## src/u8gt_pkg.sv

```systemverilog
// ----------------------------------------------------------------------------
// u8gt_pkg: shared types and constants for the UTF-8 grid symbol tokenizer
// Beat payload structs, coordinate width, byte codes and lead-byte decode.
// ----------------------------------------------------------------------------
`timescale 1ns / 1ps

package u8gt_pkg;

  localparam int COORD_WIDTH = 16;
  localparam logic [COORD_WIDTH-1:0] COORD_MAX = {COORD_WIDTH{1'b1}};

  localparam logic [7:0] BYTE_NEWLINE = 8'h0A;
  localparam logic [7:0] BYTE_SPACE   = 8'h20;
  localparam logic [7:0] BYTE_TAB     = 8'h09;
  localparam logic [7:0] BYTE_CR      = 8'h0D;

  localparam logic [7:0] MASK_1B = 8'b10000000;
  localparam logic [7:0] MASK_2B = 8'b11100000;
  localparam logic [7:0] LEAD_2B = 8'b11000000;
  localparam logic [7:0] MASK_3B = 8'b11110000;
  localparam logic [7:0] LEAD_3B = 8'b11100000;
  localparam logic [7:0] MASK_4B = 8'b11111000;
  localparam logic [7:0] LEAD_4B = 8'b11110000;

  typedef struct packed {
    logic [7:0] data_byte;
    logic       end_of_text;
  } in_beat_t;

  typedef struct packed {
    logic [COORD_WIDTH-1:0] row;
    logic [COORD_WIDTH-1:0] column;
    logic [31:0]            symbol_bytes;
    logic [2:0]             symbol_length;
  } out_beat_t;

  // Bytes that still follow a lead byte (symbol length minus one).
  function automatic logic [1:0] lead_trail(input logic [7:0] b);
    logic [1:0] r;
    if ((b & MASK_1B) == 8'h00)         r = 2'd0;
    else if ((b & MASK_2B) == LEAD_2B)  r = 2'd1;
    else if ((b & MASK_3B) == LEAD_3B)  r = 2'd2;
    else if ((b & MASK_4B) == LEAD_4B)  r = 2'd3;
    else                                r = 2'd0;
    return r;
  endfunction

  function automatic logic [COORD_WIDTH-1:0] sat_inc(input logic [COORD_WIDTH-1:0] v);
    logic [COORD_WIDTH-1:0] r;
    r = (v == COORD_MAX) ? v : v + 1'b1;
    return r;
  endfunction

endpackage

```

## src/utf8_grid_symbol_tokenizer.sv

```systemverilog
// ----------------------------------------------------------------------------
// utf8_grid_symbol_tokenizer: UTF-8 symbol splitter with row/column tagging
// Gathers lead and continuation bytes, emits non-blank symbols with position.
// ----------------------------------------------------------------------------
// Output: a symbol is registered onto out_* from the beat that ends it.
// Throughput: one byte per cycle unless out_* is held by low out_ready; gather
// state updates on accept; the single output register frees when it is taken.
// Reset: synchronous active-low rst_n clears gather state, row and column and
// drops out_valid; no clearing pass.
`timescale 1ns / 1ps

module utf8_grid_symbol_tokenizer
  import u8gt_pkg::*;
(
  input  logic      clk,
  input  logic      rst_n,
  input  logic      in_valid,
  output logic      in_ready,
  input  in_beat_t  in_data,
  output logic      out_valid,
  input  logic      out_ready,
  output out_beat_t out_data
);

  logic [1:0]             rem_r, rem_nxt;
  logic [31:0]            buf_r, buf_nxt;
  logic [2:0]             cnt_r, cnt_nxt;
  logic [COORD_WIDTH-1:0] col_r, col_nxt;
  logic [COORD_WIDTH-1:0] row_r, row_nxt;
  logic                   out_valid_r, out_valid_nxt;
  out_beat_t              out_data_r, out_data_nxt;

  logic        in_fire;
  logic [7:0]  b;
  logic        last;
  logic        is_nl;
  logic        is_cont;
  logic [31:0] g_buf;
  logic [2:0]  g_cnt;
  logic [1:0]  g_rem;
  logic        fin;
  logic        blank;
  logic        emit;

  assign in_ready = !out_valid_r || out_ready;
  assign in_fire  = in_valid && in_ready;
  assign b        = in_data.data_byte;
  assign last     = in_data.end_of_text;
  assign is_nl    = (b == BYTE_NEWLINE);
  assign is_cont  = (rem_r != 2'd0) && (cnt_r >= 3'd1) && (cnt_r <= 3'd3);

  // gather state after this byte, before any finish
  always_comb begin
    g_buf = buf_r;
    g_cnt = cnt_r;
    g_rem = rem_r;
    if (is_nl) begin
      g_buf = buf_r;
    end else if (is_cont) begin
      case (cnt_r[1:0])
        2'd1:    g_buf = buf_r | {16'h0000, b, 8'h00};
        2'd2:    g_buf = buf_r | {8'h00, b, 16'h0000};
        2'd3:    g_buf = buf_r | {b, 24'h000000};
        default: g_buf = buf_r;
      endcase
      g_cnt = cnt_r + 3'd1;
      g_rem = rem_r - 2'd1;
    end else begin
      g_buf = {24'h000000, b};
      g_cnt = 3'd1;
      g_rem = lead_trail(b);
    end
  end

  // newline, completed symbol or end of text all close the symbol
  assign fin   = is_nl || (g_rem == 2'd0) || last;
  assign blank = (g_cnt == 3'd1) &&
                 ((g_buf[7:0] == BYTE_SPACE) || (g_buf[7:0] == BYTE_TAB) ||
                  (g_buf[7:0] == BYTE_CR));
  assign emit  = fin && (g_cnt != 3'd0) && !blank;

  always_comb begin
    rem_nxt       = rem_r;
    buf_nxt       = buf_r;
    cnt_nxt       = cnt_r;
    col_nxt       = col_r;
    row_nxt       = row_r;
    out_valid_nxt = out_valid_r && !out_ready;
    out_data_nxt  = out_data_r;
    if (in_fire) begin
      if (emit) begin
        out_valid_nxt              = 1'b1;
        out_data_nxt.row           = row_r;
        out_data_nxt.column        = col_r;
        out_data_nxt.symbol_bytes  = g_buf;
        out_data_nxt.symbol_length = g_cnt;
      end
      if (last) begin
        rem_nxt = 2'd0;
        buf_nxt = 32'h0;
        cnt_nxt = 3'd0;
        col_nxt = '0;
        row_nxt = '0;
      end else if (is_nl) begin
        rem_nxt = 2'd0;
        buf_nxt = 32'h0;
        cnt_nxt = 3'd0;
        col_nxt = '0;
        row_nxt = sat_inc(row_r);
      end else if (fin) begin
        rem_nxt = 2'd0;
        buf_nxt = 32'h0;
        cnt_nxt = 3'd0;
        col_nxt = sat_inc(col_r);
      end else begin
        rem_nxt = g_rem;
        buf_nxt = g_buf;
        cnt_nxt = g_cnt;
      end
    end
  end

  always_ff @(posedge clk) begin
    if (!rst_n) begin
      rem_r       <= 2'd0;
      buf_r       <= 32'h0;
      cnt_r       <= 3'd0;
      col_r       <= '0;
      row_r       <= '0;
      out_valid_r <= 1'b0;
    end else begin
      rem_r       <= rem_nxt;
      buf_r       <= buf_nxt;
      cnt_r       <= cnt_nxt;
      col_r       <= col_nxt;
      row_r       <= row_nxt;
      out_valid_r <= out_valid_nxt;
    end
  end

  always_ff @(posedge clk) begin
    out_data_r <= out_data_nxt;
  end

  assign out_valid = out_valid_r;
  assign out_data  = out_data_r;

`ifndef ASSERT_OFF
  a_rem_needs_lead: assert property (@(posedge clk) disable iff (!rst_n)
    (rem_r != 2'd0) |-> ((cnt_r >= 3'd1) && (cnt_r <= 3'd3)))
    else $error("bytes pending without a gathered lead");

  a_len_bound: assert property (@(posedge clk) disable iff (!rst_n)
    ({1'b0, cnt_r} + {2'b00, rem_r}) <= 4'd4)
    else $error("gathered plus pending exceeds four bytes");

  a_out_len: assert property (@(posedge clk) disable iff (!rst_n)
    out_valid_r |-> ((out_data_r.symbol_length >= 3'd1) &&
                     (out_data_r.symbol_length <= 3'd4)))
    else $error("emitted symbol length out of range");

  a_eot_clears: assert property (@(posedge clk) disable iff (!rst_n)
    (in_fire && last) |=> ((cnt_r == 3'd0) && (rem_r == 2'd0) &&
                           (col_r == '0) && (row_r == '0)))
    else $error("end of text did not clear state");
`endif

endmodule
```

## config.mk

```make
export PLATFORM = sky130hd
export DESIGN_NAME = utf8_grid_symbol_tokenizer
export DESIGN_NICKNAME = d
export VERILOG_FILES = /design/src/u8gt_pkg.sv /design/src/utf8_grid_symbol_tokenizer.sv
export SDC_FILE = /design/constraint.sdc
export NUM_CORES = 1
export LEC_CHECK = 0
export BUFFER_PORTS_ARGS = -buffer_cell sky130_fd_sc_hd__buf_2
export CORE_MARGIN = 2
export CORE_UTILIZATION = 45
export DETAILED_ROUTE_END_ITERATION = 7
export HOLD_SLACK_MARGIN = 0.08
export PLACE_DENSITY = 0.65
export REMOVE_ABC_BUFFERS = 1
export SYNTH_ARGS = -nofsm -noshare
export SYNTH_HDL_FRONTEND = slang
export SYNTH_SLANG_ARGS = --single-unit
```

## constraint.sdc

```tcl
create_clock -name clk -period 10.7 [get_ports clk]
set_input_delay 2.14 -clock clk [delete_from_list [all_inputs] [get_ports clk]]
set_output_delay 2.14 -clock clk [all_outputs]
set_load 0.1 [all_outputs]
```

After elaboration in Yosys (flattened, before gate mapping)
Index checks and enable logic that the tools add are counted.
{"block": "word_totals", "out_inout_bits": 69, "reg_bits": 137, "inputBits": 13}
{"block": "op_classes", "magnitude_cmp": 2, "eq_ne": 15, "n_reduce_logical": 24, "bitwise_logic": 3, "add_sub_neg": 4, "mux": 29}
{"cell": "$mux W32", "count": 5}
{"cell": "$mux W16", "count": 7}
{"cell": "$pmux W32 S3", "count": 1}
{"cell": "$add A16 B1 Y16 const B", "count": 2}
{"cell": "$eq A16 B16 Y1 const B", "count": 2}
{"cell": "$or A32 B16 Y32", "count": 1}
{"cell": "$or A32 B24 Y32", "count": 1}
{"cell": "$or A32 B32 Y32", "count": 1}
{"cell": "$eq A8 B4 Y1 const B", "count": 3}
{"cell": "$mux W2", "count": 9}
{"cell": "$mux W3", "count": 5}
{"cell": "$eq A8 B6 Y1 const B", "count": 1}
{"cell": "$logic_not A8 Y1", "count": 1}
{"cell": "$logic_and A1 B1 Y1", "count": 7}
{"cell": "$reduce_and A3 Y1", "count": 2}
{"cell": "$reduce_bool A3 Y1", "count": 2}
{"cell": "$eq A5 B5 Y1 const B", "count": 1}
{"cell": "$logic_or A1 B1 Y1", "count": 5}
{"cell": "$eq A2 B2 Y1 const B", "count": 2}
{"cell": "$eq A4 B4 Y1 const B", "count": 1}
{"cell": "$reduce_bool A2 Y1", "count": 2}
{"cell": "$add A3 B1 Y3 const B", "count": 1}
{"cell": "$eq A3 B1 Y1 const B", "count": 1}
{"cell": "$eq A3 B3 Y1 const B", "count": 1}
{"cell": "10 further kinds", "count": 13}

Depth between registers and ports, before layout
Gate-level depths: netlist of the first run.
{"block": "depth", "ltp_word": 14, "mapped_depth": 10, "ltp_nobuf": 8}

Worst setup path before layout of the first run
OpenSTA, ideal clock, no wires.
{"block": "synth_timing", "path_kind": "in2reg", "start": "input in_data[6] (netlist name)", "end": "register out_data_r (netlist bit out_data[0]), enable pin", "path_slack_ns": 1.480, "path_buffers": 2, "stages": 8, "t_arrival_ns": 8.629, "setup_time_ns": 0.591, "path_cell_list": "clkbuf_8 > or4_4 > or2_1 > clkbuf_1 > nand2_2 > a21boi_0 > o211a_1 > o31ai_1"}
{"block": "synth_between", "elab_chain_len": 13}
{"item": "from (decl)", "line": "utf8_grid_symbol_tokenizer.sv:19", "rtl": "input in_beat_t in_data,"}
{"item": "$eq A5 B5 Y1", "line": "u8gt_pkg.sv:43", "rtl": "else if ((b & MASK_4B) == LEAD_4B) r = 2'd3;"}
{"item": "$mux W2", "line": "u8gt_pkg.sv:43"}
{"item": "$mux W2", "line": "u8gt_pkg.sv:42", "rtl": "else if ((b & MASK_3B) == LEAD_3B) r = 2'd2;"}
{"item": "$mux W2", "line": "u8gt_pkg.sv:41", "rtl": "else if ((b & MASK_2B) == LEAD_2B) r = 2'd1;"}
{"item": "$mux W2", "line": "u8gt_pkg.sv:40", "rtl": "if ((b & MASK_1B) == 8'h00) r = 2'd0;"}
{"item": "$mux W2", "line": "utf8_grid_symbol_tokenizer.sv:59", "rtl": "end else if (is_cont) begin"}
{"item": "$mux W2", "line": "utf8_grid_symbol_tokenizer.sv:57", "rtl": "if (is_nl) begin"}
{"item": "$logic_not A2 Y1", "line": "utf8_grid_symbol_tokenizer.sv:76", "rtl": "assign fin = is_nl || (g_rem == 2'd0) || last;"}
{"item": "$logic_or A1 B1 Y1 (2 in a row)", "line": "utf8_grid_symbol_tokenizer.sv:76"}
{"item": "$logic_and A1 B1 Y1", "line": "utf8_grid_symbol_tokenizer.sv:80", "rtl": "assign emit = fin && (g_cnt != 3'd0) && !blank;"}
{"item": "$logic_and A1 B1 Y1 (*)", "line": "utf8_grid_symbol_tokenizer.sv:80"}
{"item": "$reduce_and A2 Y1 (no line) (*)"}
{"item": "to (signal assigned)", "line": "utf8_grid_symbol_tokenizer.sv:142", "rtl": "out_data_r <= out_data_nxt;"}
{"item": "to (decl)", "line": "utf8_grid_symbol_tokenizer.sv:31", "rtl": "out_beat_t out_data_r, out_data_nxt;"}
Mark *: on every way between the ends. The rest lies on a longest branch, timed or not.
A chain may end at the register's enable or synchronous reset.

Worst setup path after layout of the first run
{"block": "layout_timing", "start": "input out_ready", "end": "output in_ready"}
{"block": "layout_between", "elab_chain_len": 1}
{"item": "from (decl)", "line": "utf8_grid_symbol_tokenizer.sv:21", "rtl": "input logic out_ready,"}
{"item": "$logic_or A1 B1 Y1", "line": "utf8_grid_symbol_tokenizer.sv:45", "rtl": "assign in_ready = !out_valid_r || out_ready;"}
{"item": "to (decl)", "line": "utf8_grid_symbol_tokenizer.sv:18", "rtl": "output logic in_ready,"}
No other way between the ends.

==> impl_metrics.tcl, run 1 <==
set metrics [dict create \
    ys_warn_count 0 \
    min_path_type "flip-flop to flip-flop" \
    grt_overflow_total 0 \
    die_y_microns 117.0 \
    stdcell_count 809 \
    antenna_left 0 \
    place_inst 777 \
    wl_met2_mm 6.288 \
    hold_violations 0 \
    status "finished clean" \
    core.rowCount 41 \
    async_flop_share_pct 0 \
    crit_required_ns 8.56 \
    cts_resized 0 \
    gp_congestion 0.8327 \
    cts.sinks 137 \
    synthSimpleGateAreaFrac_pct 17.08 \
    power_density_mw_per_mm2 189.2 \
    grt_pass1_wl_mm 21.03 \
    post_drt_wl_per_cell_microns 16.04 \
    grt_antenna_before_repair 0 \
    synth-compound-area-share_pct 15.19 \
    io_buffers 81 \
    cts_hold_buf 0 \
    cell_internal_pwr_mw 0.9267 \
    drc 0 \
    wirelength_mm 12.97 \
    clock_tree.root_cell "clkbuf_16" \
    grt_max_degree 45 \
    syn_avg_cell_area_sq_um 10.44 \
    dr_wl_met3_microns 716 \
    synthXorXnorAreaFrac_pct 1.373 \
    start_util_pct 45.87 \
    first_pass_iters 5 \
    synth_top_flop_cell "dfxtp_1" \
    synth.area.mux_share_pct 1.307 \
    cp-end-kind "output pin" \
    coreArea_sq_mm 0.01252 \
    crit_cells 3 \
    nNetsFinal 645 \
    critPathTopFamily "buffers and inverters" \
    antenna_cells 0 \
    max_freq_ghz 0.2024 \
    grt_pass1_vias 4284 \
    area_growth_pct 18.59 \
    die_w_microns 117.0 \
    synthDistinctLibCells 58 \
    dpl.hpwl_mm 8.283 \
    worst_slew_pin_slew_ns 1.122 \
    drive_gt1_share_pct 19.62 \
    min_period_over_period_pct 46.18 \
    layout_common_cells "buf_2, nor2_1, dfxtp_1" \
    crit_path_start_kind "input pin" \
    max_cap_violations 0 \
    cts_tree "built" \
    met1_length_mm 5.683 \
    htreeDepth 4 \
    synth_top_family_by_area "simple AND/OR/NAND/NOR gates" \
    ir_worst_vdd_mv 0.09910 \
    grtUsageTotal_pct 20.11 \
    cp_num_buf_inv 2 \
    via_per_inst 5.538 \
    p_sw_mw 0.3613 \
    vias 4480 \
    yosys.area_share.adder_pct 1.743 \
    synth-seq-cells 137 \
    clk_latency_ns 0.41 \
    criticalPathCategory "input pin to output pin" \
    slew-limit-headroom_pct 24.70 \
    clkPwrFrac_pct 42.3 \
    cts.clk_slew.worst_paths_ns 0.06 \
    slew_violations 0 \
    whs_ns 0.4578 \
    worstPathArrival_ns 2.80 \
    layout_commonest_cell "buf_2" \
    min_delay_path_depth 2 \
    r2r_cells 10 \
    tns_ns 0 \
    ios 82 \
    cpMostUsedCell "buf_2" \
    dieArea_sq_mm 0.01368 \
    finalClockSkew_ns 0.009571 \
    rsz0062_at_grt "false" \
    seq_power_share_pct 44.5 \
    path_cells "buf_2 > or2b_1 > buf_2" \
    period_needed_ns 4.942 \
    synth_cells 550 \
    synth_edf_count 67 \
    cts_made_buffers 17 \
    cp_slowest_stage_delay_ns 0.44 \
    combPwrFrac_pct 13.2 \
    highest_layer "met4" \
    drt_iter0_markers 303 \
    switching_share_pct 28.05 \
    crit_slowest_cell "buf_2" \
    critPathMaxFanout 4 \
    p_leak_nw 2.429 \
    finalSetupViolations 0 \
    cts_setup_buffers 0 \
    netlist_area_sq_mm 0.005742 \
    yosysSeqAreaShare_pct 59.45 \
    clockBufferDepth 2 \
]
state kept, by name, summed over array words and instances, names as in the netlist:
name,count
cnt_r,3
col_r,16
buf_r,32
out_data,67
row_r,16
rem_r,2
out_valid,1
Yosys cell counts (8+ instances only):
master	count	share of area [%]
a21oi_1	51	4.4
a22oi_1	22	2.9
a31oi_1	11	1.2
buf_2	10	0.87
clkbuf_1	15	0.98
dfxtp_1	70	24
edfxtp_1	67	35
ha_1	8	1.7
inv_1	18	1.2
nand2_1	44	2.9
nand3_1	16	1.4
nand4_1	14	1.5
nor2_1	71	4.6
o21ai_0	25	2.2
or3_1	11	1.2
or4_1	12	1.6
logic make-up after synthesis:
logic type / Yosys count
flip-flops: 137
AO/OA/AOI/OAI: 140
adder cells (fa/ha/maj): 8
multiplexers: 7
XOR/XNOR: 9
AND/OR/NAND/NOR: 200
buffers and inverters: 49
power groups by stage:
| stage | clock (mW) | combinational (mW) | sequential, mW |
|---|---|---|---|
| final | 0.544 | 0.170 | 0.574 |
| after detailed placement | 0 | 0.170 | 0.584 |
| after floorplan | 0 | 0.0286 | 0.696 |
| after CTS | 0.553 | 0.170 | 0.574 |
| after global placement | 0 | 0.169 | 0.584 |
| after global routing | 0.580 | 0.177 | 0.575 |
worst reg2reg max path, cell delays in order (launching register included):
cell and delay (ns):
dfxtp_1 0.42, inv_1 0.13, ha_1 0.23, or4_1 0.40
o211ai_1 0.10, buf_4 0.26, and2_1 0.45, o41ai_1 0.13
o211a_1 0.28, o31ai_4 0.25, buf_4 0.45
cell type report:
cell class | count | area (sq um)
Clock buffer | 21 | 440.4
Clock inverter | 11 | 106.4
Fill cell | 1132 | 5708
Inverter | 18 | 67.56
Multi-Input combinational cell | 364 | 2123
Sequential cell | 137 | 3413
Tap cell | 172 | 215.2
Timing Repair Buffer | 86 | 442.9
worst paths after layout:
path / from / to / slack, ns
setup / recovery: out_ready / in_ready / 5.76
setup reg to reg: cnt_r[1]$_SDFFE_PN0P_ / out_data[60]$_DFFE_PP_ / 7.25
hold reg to reg: buf_r[25]$_SDFFE_PN0P_ / buf_r[25]$_SDFFE_PN0P_ / 0.46
hold / removal: buf_r[25]$_SDFFE_PN0P_ / buf_r[25]$_SDFFE_PN0P_ / 0.46
per-stage QoR:
step                      worst slack [ns]  area (sq um)  util (%)  power, mW
after CTS                            5.757          6809     54.40      1.298
after global routing                 5.731          6809     54.40      1.332
after global placement               5.729          6262     50.03     0.7532
after detailed placement             5.584          6262     50.03     0.7545
final                                5.758          6809     54.40      1.288
after floorplan                      1.534          5588         -     0.7242
layer usage:
metal	vias to the layer above	track usage [%]
li1	2175	-
met1	2135	26.01
met2	145	32.25
met3	25	4.840
met4	0	8.941
met5	-	0
No activity file was read; power rests on OpenSTA's default activity.
==> run 2, diff against run 1 <==
--- a/config.mk
+++ b/config.mk
@@ -5,12 +5,12 @@
 export SDC_FILE = /design/constraint.sdc
 export NUM_CORES = 1
 export LEC_CHECK = 0
+export ABC_AREA = 1
 export BUFFER_PORTS_ARGS = -buffer_cell sky130_fd_sc_hd__buf_2
 export CORE_MARGIN = 2
 export CORE_UTILIZATION = 45
 export DETAILED_ROUTE_END_ITERATION = 7
 export HOLD_SLACK_MARGIN = 0.08
-export PLACE_DENSITY = 0.65
 export REMOVE_ABC_BUFFERS = 1
 export SYNTH_ARGS = -nofsm -noshare
 export SYNTH_HDL_FRONTEND = slang
==> constraint.sdc (replaced) <==
create_clock -name clk -period 4.83 [get_ports clk]
set_input_delay 0.966 -clock clk [delete_from_list [all_inputs] [get_ports clk]]
set_output_delay 0.966 -clock clk [all_outputs]
set_load 0.1 [all_outputs]
==> run 2 against run 1 <==
Register-to-register slack lost 5.7 ns. Largest power group is now the clock network. Sequential share of layout area shrank 2.3 points. Core utilization about the same. Critical path type is now input pin to flip-flop.
==> impl_metrics.tcl, run 2 <==
set metrics [dict create \
    status "finished clean" \
    slew_violations 0 \
    drc 0 \
    grt_max_degree 49 \
    wirelength_mm 13.41 \
    synth_top_flop_cell "dfxtp_1" \
    met1_length_mm 5.934 \
    htreeDepth 4 \
    p_leak_nw 2.778 \
    post_drt_wl_per_cell_microns 14.19 \
    grtUsageTotal_pct 19.57 \
    min_path_type "flip-flop to flip-flop" \
    yosysTopAreaCellShare_pct 33.62 \
    critPathTopFamily "simple AND/OR/NAND/NOR gates" \
    tns_ns 0 \
    ios 82 \
    worst_slew_pin_slew_ns 0.7244 \
    finalClockSkew_ns 0.006850 \
    reg2reg_slack_ns 1.60 \
    die_y_microns 119.3 \
    clock_tree.root_cell "clkbuf_16" \
    area_growth_pct 19.34 \
    cts.sinks 137 \
    crit_required_ns 4.93 \
    first_pass_iters 5 \
    hold_violations 0 \
    power_density_mw_per_mm2 414.2 \
    largest_register_ffs 67 \
    grt_antenna_before_repair 0 \
    die_w_microns 119.3 \
    dieArea_sq_mm 0.01424 \
    crit_slowest_cell "inv_2" \
    antenna_cells 0 \
    synthDistinctLibCells 39 \
    path_cells "buf_2 > inv_2 > nand2_1 > nor2_1 > nand2_1 > nand2_1 > nand2_1 > nand3_1 > nand3b_1 > o21bai_2 > inv_2 > buf_12" \
    coreArea_sq_mm 0.01314 \
    layout_common_cells "nand2_1, nor2_1, buf_2" \
    clockBufferDepth 2 \
    grt_pass1_vias 4613 \
    drive_gt1_share_pct 18.99 \
    grt_overflow_total 0 \
    highest_layer "met4" \
    vias 4819 \
    clk_latency_ns 0.42 \
    cts_tree "built" \
    max_cap_violations 0 \
    worstPathArrival_ns 3.44 \
    synth_common_cells "nand2_1, nor2_1, dfxtp_1" \
    drt_iter0_markers 389 \
    critPathMaxFanout 43 \
    wl_met2_mm 6.347 \
    nFillCells 1224 \
    yosysTopAreaCell "edfxtp_1" \
    netlist_area_sq_mm 0.005984 \
    cpMostUsedCell "nand2_1" \
    layout_commonest_cell "nand2_1" \
    max_freq_ghz 0.2995 \
    cts_hold_buf 0 \
    min_period_over_period_pct 69.14 \
    syn_avg_cell_area_sq_um 8.892 \
    synth_edf_count 67 \
    crit_path_start_kind "input pin" \
    synth-seq-cells 137 \
    slew-limit-headroom_pct 51.66 \
    yosysSeqAreaShare_pct 57.04 \
    cts.clk_slew.worst_paths_ns 0.05 \
    dr_wl_met3_microns 814 \
    rsz0062_at_grt "false" \
    core.rowCount 42 \
    ir_worst_vdd_mv 0.2193 \
    cp_num_buf_inv 4 \
    cp_slowest_stage_delay_ns 0.42 \
    dpl.hpwl_mm 8.970 \
    synthTopCellsByArea "edfxtp_1, dfxtp_1, nand2_1" \
    antenna_left 0 \
    cts_made_buffers 17 \
    grt_pass1_wl_mm 21.82 \
    period_needed_ns 3.339 \
    start_util_pct 45.55 \
    via_per_inst 5.099 \
    async_flop_share_pct 0 \
    cts_setup_buffers 0 \
    cts_resized 0 \
    finalSetupViolations 0 \
    cp-end-kind "flip-flop" \
    synth.most_common_cell "nand2_1" \
    ys_warn_count 0 \
    nNetsFinal 777 \
    io_buffers 81 \
    gp_congestion 0.8415 \
    fin_total_pwr_mw 2.958 \
    criticalPathCategory "input pin to flip-flop" \
    synth_cells 673 \
]
run 2: layout make-up:
cell class / instances / area, sq um / share of cell area [%]
clock buffer: 25 / 505.5 / 7.078
clock inverter: 7 / 91.34 / 1.279
inverter: 74 / 284.0 / 3.977
multi-input combinational: 442 / 2187 / 30.62
sequential: 137 / 3413 / 47.79
tap: 176 / 220.2 / 3.083
timing repair buffer: 84 / 440.4 / 6.167
run 2: path summary, 6_finish.rpt:
| path | depth (start not counted) | end | from |
|---|---|---|---|
| worst min register to register | 2 | buf_r[7]$_SDFFE_PN0P_ | buf_r[7]$_SDFFE_PN0P_ |
| worst min-delay path | 2 | buf_r[7]$_SDFFE_PN0P_ | buf_r[7]$_SDFFE_PN0P_ |
| worst max-delay path | 12 | out_data[9]$_DFFE_PP_ | in_data[8] |
| worst max register to register | 12 | out_data[9]$_DFFE_PP_ | cnt_r[0]$_SDFFE_PN0P_ |
run 2: cell families (layout without fill, tap and decap cells):
group / count (synthesis) / in the layout / share of synthesized area [%]
AND/OR/NAND/NOR: 316 / 316 / 22.85
flip-flops: 137 / 137 / 57.04
AO/OA/AOI/OAI: 108 / 108 / 10.56
buffers and inverters: 94 / 190 / 6.418
XOR/XNOR: 10 / 10 / 1.463
adder cells (fa/ha/maj): 8 / 8 / 1.673
run 2: layer usage:
| metal | vias up | GRT usage [%] |
|---|---|---|
| met5 | - | 0 |
| met3 | 29 | 6.322 |
| met1 | 2258 | 24.41 |
| met2 | 141 | 31.29 |
| li1 | 2391 | - |
| met4 | 0 | 8.382 |
run 2: stage by stage:
step	util (%)	area (sq um)	cells	hold WS [ns]	setup WS, ns
after floorplan	-	5884	653	0.4300	-0.007747
after global placement	49.82	6545	913	0.4527	1.233
after detailed placement	49.82	6545	913	0.4499	1.073
after CTS	54.36	7142	945	0.4655	1.515
after global routing	54.36	7142	945	0.4799	1.211
final	54.36	7142	945	0.4624	1.491
run 2: report_power, final:
group | switching (mW) | internal (mW) | total (mW) | leakage [nW]
clock network | 0.466 | 0.826 | 1.29 | 0.293
logic | 0.345 | 0.0479 | 0.393 | 1.25
registers | 0.0137 | 1.26 | 1.27 | 1.23
run 2: worst min-delay path, delay by kind of cell (launching register included):
family	cells	cell delay, ns
simple gates	1	0.06
flops	1	0.30
compound gates	1	0.05
==> run 3, diff against run 2 <==
--- a/config.mk
+++ b/config.mk
@@ -11,6 +11,7 @@
 export CORE_UTILIZATION = 45
 export DETAILED_ROUTE_END_ITERATION = 7
 export HOLD_SLACK_MARGIN = 0.08
+export PLACE_DENSITY = 0.67
 export REMOVE_ABC_BUFFERS = 1
 export SYNTH_ARGS = -nofsm -noshare
 export SYNTH_HDL_FRONTEND = slang
==> constraint.sdc (replaced) <==
create_clock -name clk -period 2.7 [get_ports clk]
set_input_delay 0.54 -clock clk [delete_from_list [all_inputs] [get_ports clk]]
set_output_delay 0.54 -clock clk [all_outputs]
set_load 0.1 [all_outputs]
==> run 3 against run 2 <==
Wire length grew 1.6%. Core utilization increased by 0.77 points. First-iteration DRC count fell by 5.7%. Register-to-register slack worse by 1.4 ns. Non-clock buffer count rose by 10. Sequential power up 80%. Global-route usage increased by 0.11 points. Clock power is 74% higher. Final area rose by 1.4%. Cell count rose by 1.1%. Clock-buffer cell count unchanged. Largest cell class unchanged.
==> impl_metrics.tcl, run 3 (synthesis gave the netlist of run 2 again) <==
set metrics [dict create \
    vias 4903 \
    hold_violations 0 \
    via_per_inst 5.134 \
    cp-end-kind "flip-flop" \
    die_w_microns 119.3 \
    clock_tree.root_cell "clkbuf_16" \
    rsz0062_at_grt "false" \
    whs_ns 0.4149 \
    start_util_pct 45.55 \
    first_pass_iters 4 \
    grt_antenna_before_repair 0 \
    path_cells "ha_1 > ha_1 > inv_1 > nand2_1 > nand3_4 > nand2_4 > clkbuf_2 > nand2_1 > o21ai_1 > nand2_1 > nor2_1 > nand2_1 > o21bai_2 > inv_2 > buf_12" \
    min_to "col_r[0]$_SDFFE_PN0P_" \
    drt_iter0_markers 367 \
    post_drt_wl_per_cell_microns 14.27 \
    drive_gt1_share_pct 20.28 \
    dieArea_sq_mm 0.01424 \
    cts.clk_slew.worst_paths_ns 0.05 \
    crit_path_start_kind "flip-flop" \
    worstPathArrival_ns 2.68 \
    grt_max_degree 49 \
    switching_share_pct 28.20 \
    gp_congestion 0.8929 \
    p_leak_nw 2.831 \
    crit_required_ns 2.88 \
    min_period_over_period_pct 92.63 \
    wirelength_mm 13.63 \
    clk_latency_ns 0.42 \
    r2r_end "out_data[42]$_DFFE_PP_" \
    worst_slew_pin_slew_ns 0.6221 \
    ios 82 \
    cts_hold_buf 0 \
    io_buffers 81 \
    min_delay_path_depth 3 \
    antenna_cells 0 \
    cts_tree "built" \
    grt_pass1_wl_mm 21.90 \
    min_path_type "input pin to flip-flop" \
    largest_register_ffs 67 \
    max_freq_ghz 0.3999 \
    power_density_mw_per_mm2 724.3 \
    hold_path.startpoint "rst_n" \
    p_sw_mw 1.479 \
    setup_ws_ns 0.1991 \
    seq_power_share_pct 43.4 \
    ir_worst_vdd_mv 0.4048 \
    dpl.hpwl_mm 9.335 \
    cp_slowest_stage_delay_ns 0.37 \
    core.rowCount 42 \
    cpMostUsedCell "nand2_1" \
    grt_pass1_vias 4617 \
    nNetsFinal 787 \
    die_y_microns 119.3 \
    antenna_left 0 \
    finalSetupViolations 0 \
    htreeDepth 4 \
    reg2reg_slack_ns 0.20 \
    pre_cts_ws_ns 0.08817 \
    r2r_cells 15 \
    critPathMaxFanout 24 \
    criticalPathCategory "flip-flop to flip-flop" \
    drc 0 \
    slew_violations 0 \
    grt_overflow_total 0 \
    crit_slowest_cell "dfxtp_2" \
    cts_made_buffers 17 \
    clkPwrFrac_pct 42.9 \
    cts.sinks 137 \
    r2r_start "cnt_r[1]$_SDFFE_PN0P_" \
    combPwrFrac_pct 13.7 \
    clockBufferDepth 2 \
    finalClockSkew_ns 0.008275 \
    period_needed_ns 2.501 \
    area_growth_pct 21.03 \
    layout_common_cells "nand2_1, nor2_1, buf_2" \
    layout_commonest_cell "nand2_1" \
    max_cap_violations 0 \
    status "finished clean" \
    cell_internal_pwr_mw 3.767 \
    coreArea_sq_mm 0.01314 \
    grtUsageTotal_pct 19.69 \
    slew-limit-headroom_pct 58.47 \
]
## run 3: cell types whose count changed in the layout (fill, tap and decap cells not counted), moves of 2 or more
cell	previous run	this run
buf_12	1	3
clkbuf_16	17	19
clkbuf_8	5	2
clkinv_2	4	6
buf_4	2	9
## run 3: how the worst max path moves through the flow
stage,slack (ns),cells past startpoint,from,end
final,0.20,15,cnt_r[1]$_SDFFE_PN0P_,out_data[42]$_DFFE_PP_
after detailed placement,0.09,12,cnt_r[1]$_SDFFE_PN0P_,out_data[41]$_DFFE_PP_
after global placement,0.19,15,cnt_r[1]$_SDFFE_PN0P_,out_data[42]$_DFFE_PP_
after CTS,0.05,12,cnt_r[1]$_SDFFE_PN0P_,out_data[42]$_DFFE_PP_
after floorplan,-1.97,5,out_valid$_SDFF_PN0_,out_data[0]$_DFFE_PP_
after global routing,0.02,15,cnt_r[1]$_SDFFE_PN0P_,out_data[41]$_DFFE_PP_
## run 3: worst max-delay path: cells and delay by family, from the launching register on
| family | cells | cell delay [ns] |
|---|---|---|
| and+or+nand+nor | 7 | 0.68 |
| DFF | 1 | 0.37 |
| AOI/OAI and AO/OA | 2 | 0.29 |
| buffers and inverters | 4 | 0.53 |
| adders and majority gates | 2 | 0.38 |
## run 3: power groups by stage
stage	Sequential [mW]	Clock [mW]	Combinational, mW
2_1_floorplan	2.76	0	0.136
3_3_place_gp	2.32	0	0.714
3_5_place_dp	2.32	0	0.719
4_1_cts	2.28	2.29	0.720
5_1_grt	2.28	2.37	0.749
6_report	2.28	2.25	0.719
## run 3: area by class of cell
type	count	area (sq um)
clock buffers	25	518.0
clock inverters	7	62.56
fillers	1190	5894
inverters	74	284.0
multi-input cells	442	2206
flip-flops and latches	137	3415
well taps	176	220.2
repair buffers	94	538.0
## run 3: per-stage QoR
| step | setup TNS [ns] | power (mW) | area (sq um) | instances | util, % |
|---|---|---|---|---|---|
| 6_report | 0 | 5.247 | 7243 | 955 | 55.13 |
| 5_1_grt | 0 | 5.403 | 7243 | 955 | 55.13 |
| 4_1_cts | 0 | 5.283 | 7211 | 953 | 54.89 |
| 3_5_place_dp | 0 | 3.038 | 6630 | 921 | 50.47 |
| 3_3_place_gp | 0 | 3.034 | 6630 | 921 | 50.47 |
| 2_1_floorplan | -189.93 | 2.896 | 5884 | 653 | - |
## run 3: routing by layer
metal  vias up  global-route usage [%]  routed length, microns
met3        20                   5.843                     806
li1       2416                       -                       -
met5         -                       0                       0
met2       155                   32.47                    6530
met4         0                   7.500                     194
met1      2312                   24.42                    6098
## run 3: timing repair
| item | CTS | global route |
|---|---|---|
| resized for setup | 0 | 5 |
| buffers inserted | 0 | 2 |
| endpoints found under the setup margin | 0 | 67 |
